## config.mk

```make
export PLATFORM = sky130hd
export DESIGN_NAME = log_spaced_histogram
export DESIGN_NICKNAME = d
export VERILOG_FILES = /design/src/rtl/core/lsh_pkg.sv /design/src/rtl/core/lsh_front.sv /design/src/rtl/core/lsh_queue.sv /design/src/rtl/core/lsh_back.sv /design/src/rtl/core/log_spaced_histogram.sv
export SDC_FILE = /design/constraint.sdc
export NUM_CORES = 2
export LEC_CHECK = 0
export ABC_AREA = 1
export BUFFER_PORTS_ARGS = -buffer_cell sky130_fd_sc_hd__buf_2
export CORE_ASPECT_RATIO = 0.7
export CORE_MARGIN = 2
export CORE_UTILIZATION = 40
export CTS_CLUSTER_DIAMETER = 40
export DETAILED_ROUTE_END_ITERATION = 6
export PLACE_DENSITY = 0.61
export SETUP_SLACK_MARGIN = 0.15
export SYNTH_ARGS = -nofsm -noshare
export SYNTH_HDL_FRONTEND = slang
export SYNTH_HIERARCHICAL = 1
export SYNTH_SLANG_ARGS = --single-unit
export TNS_END_PERCENT = 5
```

## constraint.sdc

```tcl
create_clock -name clock -period 6 [get_ports clock]
set_clock_uncertainty 0.15 [all_clocks]
set_input_delay 0 -clock clock [delete_from_list [all_inputs] [get_ports clock]]
set_output_delay 0 -clock clock [all_outputs]
set_load 0.1 [all_outputs]
```

## src/rtl/core/lsh_pkg.sv

```systemverilog
// ----------------------------------------------------------------------------
// lsh_pkg
// Types and constants shared by the log-spaced histogram modules.
// ----------------------------------------------------------------------------
package lsh_pkg;

   localparam int NUM_BINS    = 8;
   localparam int COUNT_WIDTH = 32;
   localparam int MAX_EDGES   = 6;
   localparam int QUEUE_DEPTH = 2;

   localparam int BIN_W   = 3;
   localparam int IDX_W   = $clog2(NUM_BINS);
   localparam int BOUND_W = 63;
   localparam int CSR_W   = 3;

   localparam logic [BOUND_W-1:0] INF_BITS = 63'h7FF0_0000_0000_0000;

   localparam logic [1:0] ACT_ADD   = 2'd0;
   localparam logic [1:0] ACT_READ  = 2'd1;
   localparam logic [1:0] ACT_CLEAR = 2'd2;
   localparam logic [1:0] ACT_NOP   = 2'd3;

   localparam logic [CSR_W-1:0] CSR_LOWER     = 3'd0;
   localparam logic [CSR_W-1:0] CSR_UPPER     = 3'd1;
   localparam logic [CSR_W-1:0] CSR_EDGE_BASE = 3'd2;

   typedef enum logic [2:0] {
      OP_COUNT,
      OP_READ,
      OP_CLEAR,
      OP_ZERO,
      OP_GAP
   } op_type;

   typedef struct packed {
      logic [1:0]       action;
      logic [63:0]      sample_value;
      logic [BIN_W-1:0] bin_select;
   } req_type;

   typedef struct packed {
      logic [BIN_W-1:0] bin_hit;
      logic             was_counted;
      logic             gap_flag;
      logic [31:0]      bin_count;
   } rsp_type;

   typedef struct packed {
      op_type           op;
      logic [BIN_W-1:0] bin;
   } queue_item_type;

   typedef struct packed {
      logic full;
      logic empty;
   } queue_status_type;

endpackage

```

## src/rtl/core/lsh_front.sv

```systemverilog
// ----------------------------------------------------------------------------
// lsh_front
// Holds the bin edges and turns each request into a queue item: the
// operation and, for samples, the bin found by parallel edge compares.
// ----------------------------------------------------------------------------
module lsh_front import lsh_pkg::*; (
   input  logic                 clock,
   input  logic                 reset,
   input  logic                 csr_write,
   input  logic [CSR_W-1:0]     csr_index,
   input  logic [BOUND_W-1:0]   csr_data,
   input  req_type              req_data,
   output queue_item_type       item
);

   logic [BOUND_W-1:0] lower_ff;
   logic [BOUND_W-1:0] upper_ff;
   logic [BOUND_W-1:0] bound_edge_ff [MAX_EDGES];

   always_ff @(posedge clock) begin
      if (reset) begin
         lower_ff <= '0;
         upper_ff <= '0;
         for (int i = 0; i < MAX_EDGES; i++) begin
            bound_edge_ff[i] <= '0;
         end
      end else if (csr_write) begin
         if (csr_index == CSR_LOWER) begin
            lower_ff <= csr_data;
         end else if (csr_index == CSR_UPPER) begin
            upper_ff <= csr_data;
         end else begin
            bound_edge_ff[csr_index - CSR_EDGE_BASE] <= csr_data;
         end
      end
   end

   logic [63:0]      sample;
   logic             is_nan;
   logic             inner_found;
   logic [BIN_W-1:0] inner_bin;

   assign sample = req_data.sample_value;
   assign is_nan = sample[BOUND_W-1:0] > INF_BITS;

   always_comb begin
      inner_found = 1'b0;
      inner_bin   = '0;
      for (int i = NUM_BINS - 2; i >= 1; i--) begin
         if (sample < {1'b0, bound_edge_ff[i-1]}) begin
            inner_found = 1'b1;
            inner_bin   = BIN_W'(i);
         end
      end
   end

   always_comb begin
      item.op  = OP_ZERO;
      item.bin = '0;
      unique case (req_data.action)
         ACT_ADD: begin
            if (is_nan) begin
               item.op = OP_ZERO;
            end else if (sample[63] || sample < {1'b0, lower_ff}) begin
               item.op = OP_COUNT;
            end else if (sample >= {1'b0, upper_ff}) begin
               item.op  = OP_COUNT;
               item.bin = BIN_W'(NUM_BINS - 1);
            end else if (inner_found) begin
               item.op  = OP_COUNT;
               item.bin = inner_bin;
            end else begin
               item.op = OP_GAP;
            end
         end
         ACT_READ: begin
            item.op  = OP_READ;
            item.bin = req_data.bin_select;
         end
         ACT_CLEAR: item.op = OP_CLEAR;
         ACT_NOP:   item.op = OP_ZERO;
      endcase
   end

endmodule

```

## src/rtl/core/lsh_queue.sv

```systemverilog
// ----------------------------------------------------------------------------
// lsh_queue
// Short register queue between the classifier and the counter stage.
// ----------------------------------------------------------------------------
module lsh_queue import lsh_pkg::*; (
   input  logic             clock,
   input  logic             reset,
   input  logic             push,
   input  queue_item_type   push_item,
   input  logic             pop,
   output queue_item_type   head,
   output queue_status_type status
);

   localparam int PTR_W = $clog2(QUEUE_DEPTH);
   localparam int CNT_W = $clog2(QUEUE_DEPTH + 1);

   queue_item_type   mem_ff [QUEUE_DEPTH];
   logic [PTR_W-1:0] wr_ptr_ff;
   logic [PTR_W-1:0] rd_ptr_ff;
   logic [CNT_W-1:0] count_ff;
   logic [CNT_W-1:0] count_in;

   assign status.full  = count_ff == CNT_W'(QUEUE_DEPTH);
   assign status.empty = count_ff == '0;
   assign head         = mem_ff[rd_ptr_ff];

   always_comb begin
      count_in = count_ff;
      if (push && !pop) begin
         count_in = count_ff + 1'b1;
      end else if (pop && !push) begin
         count_in = count_ff - 1'b1;
      end
   end

   always_ff @(posedge clock) begin
      if (reset) begin
         wr_ptr_ff <= '0;
         rd_ptr_ff <= '0;
         count_ff  <= '0;
      end else begin
         count_ff <= count_in;
         if (push) begin
            wr_ptr_ff <= wr_ptr_ff + 1'b1;
         end
         if (pop) begin
            rd_ptr_ff <= rd_ptr_ff + 1'b1;
         end
      end
   end

   always_ff @(posedge clock) begin
      if (push) begin
         mem_ff[wr_ptr_ff] <= push_item;
      end
   end

endmodule

```

## src/rtl/core/lsh_back.sv

```systemverilog
// ----------------------------------------------------------------------------
// lsh_back
// Counter stage: saturating bin counters, read and clear, result register.
// ----------------------------------------------------------------------------
module lsh_back import lsh_pkg::*; (
   input  logic             clock,
   input  logic             reset,
   input  queue_status_type q_status,
   input  queue_item_type   head,
   output logic             pop,
   output logic             rsp_valid,
   output rsp_type          rsp_data
);

   localparam logic [COUNT_WIDTH-1:0] CNT_MAX = '1;

   logic [COUNT_WIDTH-1:0] cnt_ff [NUM_BINS];
   logic                   rsp_valid_ff;
   rsp_type                rsp_ff;
   rsp_type                rsp_in;
   logic [IDX_W-1:0]       idx;
   logic [COUNT_WIDTH-1:0] cur;
   logic [COUNT_WIDTH-1:0] bumped;
   logic [63:0]            bumped_wide;
   logic [63:0]            cur_wide;

   assign pop         = !q_status.empty;
   assign idx         = head.bin[IDX_W-1:0];
   assign cur         = cnt_ff[idx];
   assign bumped      = (cur == CNT_MAX) ? cur : cur + 1'b1;
   assign bumped_wide = 64'(bumped);
   assign cur_wide    = 64'(cur);

   always_comb begin
      rsp_in = '0;
      unique case (head.op)
         OP_COUNT: begin
            rsp_in.bin_hit     = head.bin;
            rsp_in.was_counted = 1'b1;
            rsp_in.bin_count   = bumped_wide[31:0];
         end
         OP_READ: begin
            rsp_in.bin_hit = head.bin;
            if ({1'b0, head.bin} < (BIN_W+1)'(NUM_BINS)) begin
               rsp_in.bin_count = cur_wide[31:0];
            end
         end
         OP_GAP:   rsp_in.gap_flag = 1'b1;
         OP_CLEAR: rsp_in = '0;
         OP_ZERO:  rsp_in = '0;
         default:  rsp_in = '0;
      endcase
   end

   always_ff @(posedge clock) begin
      if (reset) begin
         rsp_valid_ff <= 1'b0;
         for (int i = 0; i < NUM_BINS; i++) begin
            cnt_ff[i] <= '0;
         end
      end else begin
         rsp_valid_ff <= pop;
         if (pop && head.op == OP_COUNT) begin
            cnt_ff[idx] <= bumped;
         end else if (pop && head.op == OP_CLEAR) begin
            for (int i = 0; i < NUM_BINS; i++) begin
               cnt_ff[i] <= '0;
            end
         end
      end
   end

   always_ff @(posedge clock) begin
      rsp_ff <= rsp_in;
   end

   assign rsp_valid = rsp_valid_ff;
   assign rsp_data  = rsp_ff;

endmodule

```

## src/rtl/core/log_spaced_histogram.sv

```systemverilog
// ----------------------------------------------------------------------------
// log_spaced_histogram
// Histogram of double bit patterns into bins bounded by loaded edges.
//
// Channels: a request (req_data) is taken at a clock edge with start high
// and busy low. Each request gives exactly one result, shown on rsp_data for
// one cycle with rsp_valid high; the receiver takes it and cannot stall.
// Edges are written through the csr_ port (csr_ready is always high); the
// user must do so only while no request is in flight, which the block does
// not enforce: index 0 lower bound, 1 upper bound, 2..7 edges. Requests pass
// the queue, then the result register. Throughput: one request per cycle;
// the front classifies with parallel edge compares and the back updates one
// counter per cycle, so the queue never backs up and busy stays low outside
// reset. Reset clears edges, bounds and all counters, and holds busy high.
// ----------------------------------------------------------------------------
module log_spaced_histogram import lsh_pkg::*; (
   input  logic               clock,
   input  logic               reset,
   input  logic               start,
   output logic               busy,
   input  req_type            req_data,
   output logic               rsp_valid,
   output rsp_type            rsp_data,
   input  logic               csr_valid,
   output logic               csr_ready,
   input  logic [CSR_W-1:0]   csr_index,
   input  logic [BOUND_W-1:0] csr_data
);

   queue_item_type   item;
   queue_item_type   head;
   queue_status_type q_status;
   logic             push;
   logic             pop;

   assign csr_ready = 1'b1;
   assign busy      = q_status.full || reset;
   assign push      = start && !busy;

   lsh_front u_front (
      .clock     (clock),
      .reset     (reset),
      .csr_write (csr_valid && csr_ready),
      .csr_index (csr_index),
      .csr_data  (csr_data),
      .req_data  (req_data),
      .item      (item)
   );

   lsh_queue u_queue (
      .clock     (clock),
      .reset     (reset),
      .push      (push),
      .push_item (item),
      .pop       (pop),
      .head      (head),
      .status    (q_status)
   );

   lsh_back u_back (
      .clock     (clock),
      .reset     (reset),
      .q_status  (q_status),
      .head      (head),
      .pop       (pop),
      .rsp_valid (rsp_valid),
      .rsp_data  (rsp_data)
   );

`ifndef SYNTHESIS
   a_latency: assert property (@(posedge clock) disable iff (reset)
      push |-> ##2 rsp_valid)
      else $error("accepted item gave no result after two cycles");

   a_no_overflow: assert property (@(posedge clock) disable iff (reset)
      !(push && q_status.full && !pop))
      else $error("queue overflow");

   a_gap_clean: assert property (@(posedge clock) disable iff (reset)
      (rsp_valid && rsp_data.gap_flag) |->
         (!rsp_data.was_counted && rsp_data.bin_hit == '0 && rsp_data.bin_count == '0))
      else $error("gap result carries count fields");
`endif

endmodule
```

==> results.sh <==
export IMPL_endpoint_kind="flop"
export IMPL_synth_seq_cells=815
export IMPL_hp_start="csr_data[48]"
export IMPL_synth_top_area_cell="edfxtp_1"
export IMPL_path_cells="mux2_2 -> nor2_2 -> nand3_1 -> nand2_1 -> nor2_1 -> nand2_1 -> ha_1 -> inv_1 -> nor2_1 -> nand2_1 -> inv_1 -> nand2_1 -> nor2_2 -> nand2_2 -> buf_4 -> nand2_1 -> nand2_1 -> inv_1 -> nor2_1"
export IMPL_core_sq_um=115000
export IMPL_vias=36900
export IMPL_grtUsageTotal_pct=23.4
export IMPL_slowest_delay_ns=0.64
export IMPL_synth_nets=5986
export IMPL_fin_crit_sh_pct=76.6
export IMPL_grt_pass1_wl_microns=211000
export IMPL_wl_per_cell_microns=19.1
export IMPL_dp_hpwl_microns=95200
export IMPL_ir_drop_uv=227
export IMPL_slowest_stage="mux2_2"
export IMPL_mostFrequentLayoutCell="nand2_1"
export IMPL_top_level_ports=179
export IMPL_clk_latency_ns=0.71
export IMPL_die_h_microns=288
export IMPL_clk_path_buf_depth=3
export IMPL_cts_tree="yes"
export IMPL_ys_warn_count=6
export IMPL_slew_violations=0
export IMPL_status="finished, final reports clean"
export IMPL_tightest_slew_ns=1.32
export IMPL_timing_final_ws_setup_ns=1.40
export IMPL_setup_tns_ns=0
export IMPL_max_cap_viol_count=0
export IMPL_rows=104
export IMPL_cp_top_family="simple AND/OR/NAND/NOR gates"
export IMPL_antenna_found_initial=19
export IMPL_hp_class="in -> reg"
export IMPL_stdcell_area_sq_um=54000
export IMPL_fillers=10900
export IMPL_initial_core_util_pct=40.2
export IMPL_synth_top_area_share_pct=42.1
export IMPL_cts_resized=0
export IMPL_synthesis_instances=5347
export IMPL_htreeDepth=3
export IMPL_clock_sinks=815
export IMPL_path_buf_inv=4
export IMPL_synth_edff_count=646
export IMPL_fmax_mhz=218
export IMPL_nNetsFinal=6292
export IMPL_path_clk_slew_ns=0.06
export IMPL_drt_initial_drc_count=3537
export IMPL_place_area_sq_um=48700
export IMPL_cp_arrival_ns=4.87
export IMPL_routed_wl_microns=139000
export IMPL_hold_violations=0
export IMPL_vias_per_cell=5.06
export IMPL_grt_pass1_vias=34700
export IMPL_p_per_area_nw_per_um2=339
export IMPL_cts_buffers=116
export IMPL_whs_ns=0.0375
export IMPL_syn_area_per_cell_sq_um=8.62
export IMPL_area_delta_synth_final_pct=17.2
export IMPL_dr_pass1_iters=6
export IMPL_setup_viol=0
export IMPL_worst_setup_path_start_kind="flop"
export IMPL_drc_errors=0
export IMPL_critPathKind="reg -> reg"
export IMPL_seq_area_frac_synth_pct=49.4
export IMPL_fp_dieW_microns=410
export IMPL_total_leakage_power_nw=25.4
export IMPL_drive_gt1_share_pct=9.14
export IMPL_maxSlewHeadroom_pct=11.4
export IMPL_overflow=0
export IMPL_ys_flop_type="edfxtp_1"
export IMPL_io_buffers=177
export IMPL_place_gp_congestion=1.00
export IMPL_async_flop_share_pct=0
export IMPL_path_max_fanout=23
export IMPL_synth_area_leaders="edfxtp_1, ha_1, nand2_1"
export IMPL_min_period_ns=4.60
export IMPL_synth_cell_types=55
export IMPL_critPathRequiredTime_ns=6.27
export IMPL_place_ws_ns=1.54
export IMPL_final_cell_mix="nand2_1, inv_1, nor2_1, edfxtp_1, ha_1"
export IMPL_ant_nets=0
export IMPL_synthesis_area_sq_um=46100
export IMPL_utilization_pct=47.1
export IMPL_crit_top_cell="nand2_1"
export IMPL_die_area_sq_um=118000
export IMPL_cts_root_buf="clkbuf_16"
export IMPL_rsz0062_at_grt="no"
export IMPL_grt_max_degree=94
metrics by stage:
stage	power (mW)	std cells
floorplan	9.70	5347
global placement	11.0	6956
detailed placement	11.1	6956
CTS	18.4	7290
global route	19.1	7299
finish	18.3	7299
state kept, by name, summed over array words and instances, names as in the netlist, named ones only:
name	cells
u_back/rsp_valid	1
u_front/upper_ff	63
u_queue/rd_ptr_ff	1
u_queue/wr_ptr_ff	1
u_queue/count_ff	2
u_front/bound_edge_ff	378
u_front/lower_ff	63
u_back/cnt_ff	256
u_back/rsp_data	37
u_queue/mem_ff	12
where the power goes:
| part | leakage [nW] | internal, mW | total (mW) | switching (mW) |
|---|---|---|---|---|
| registers | 7.78 | 6.60 | 6.74 | 0.139 |
| logic | 15.7 | 1.06 | 4.36 | 3.30 |
| clock network | 2.00 | 4.46 | 7.24 | 2.78 |
| total | 25.4 | 12.1 | 18.3 | 6.22 |
routing by layer:
layer  GRT usage [%]  share of wire (%)  vias to the layer above
met1            35.7                 48                    17400
met2            33.4                 40                     1408
met5               0              0.032                        -
met3            4.52                9.1                      248
li1                -                  -                    17900
met4            6.19                2.5                        8
synth_stat cells, types with 7 or more instances:
cell,number
a211oi_1,7
o21ai_1,10
nand4_1,44
nor4_1,26
nor2_2,22
ha_1,500
nor3_1,19
clkbuf_1,88
dfxtp_1,169
nand3_1,124
o21ai_0,219
o211ai_1,12
nand3_4,10
buf_1,11
buf_4,16
buf_2,28
a21oi_1,372
nand2_2,10
inv_2,13
inv_1,969
edfxtp_1,646
nor2_1,646
nand2_1,1304
area by class of cell:
type	instances	area [sq um]	area share, %
antenna	9	22.5	0.0417
clock buffer	132	3030	5.62
clock inverter	86	1100	2.04
inverter	983	3690	6.84
multi-input combinational	3400	19100	35.3
sequential	815	22800	42.2
tap	1537	1920	3.56
timing repair buffer	337	2410	4.47
worst paths after layout:
kind              cells past startpoint                    to  slack [ns]
setup reg to reg                     19   u_back/cnt_ff[3][0]        1.40
hold reg to reg                       2   u_front/lower_ff[0]        0.30
setup / recovery                     19   u_back/cnt_ff[3][0]        1.40
hold / removal                        4  u_front/lower_ff[48]        0.04
worst min-delay path, stage by stage:
cell           delay (ns)
dlygate4sd3_1        0.52
buf_2                0.13
o21ai_0              0.09
a21oi_1              0.12
repair_timing:
item,4_1_cts,5_1_grt
hold endpoints to repair,558,0
hold buffers,116,0
buffers inserted,0,0
cells by family (layout without fill, tap and decap cells):
logic type | Yosys count | in the layout | share of synthesized area (%)
and+or+nand+nor | 2241 | 2241 | 19.9
buffers and inverters | 1132 | 1538 | 9.53
DFF | 815 | 815 | 49.4
AOI/OAI and AO/OA | 645 | 645 | 7.27
adders and majority gates | 500 | 500 | 13.6
xor gates and xnor gates | 7 | 7 | 0.133
muxes | 6 | 6 | 0.147
other | 1 | 10 | 0.00813
(Power assumes the default switching activity.)
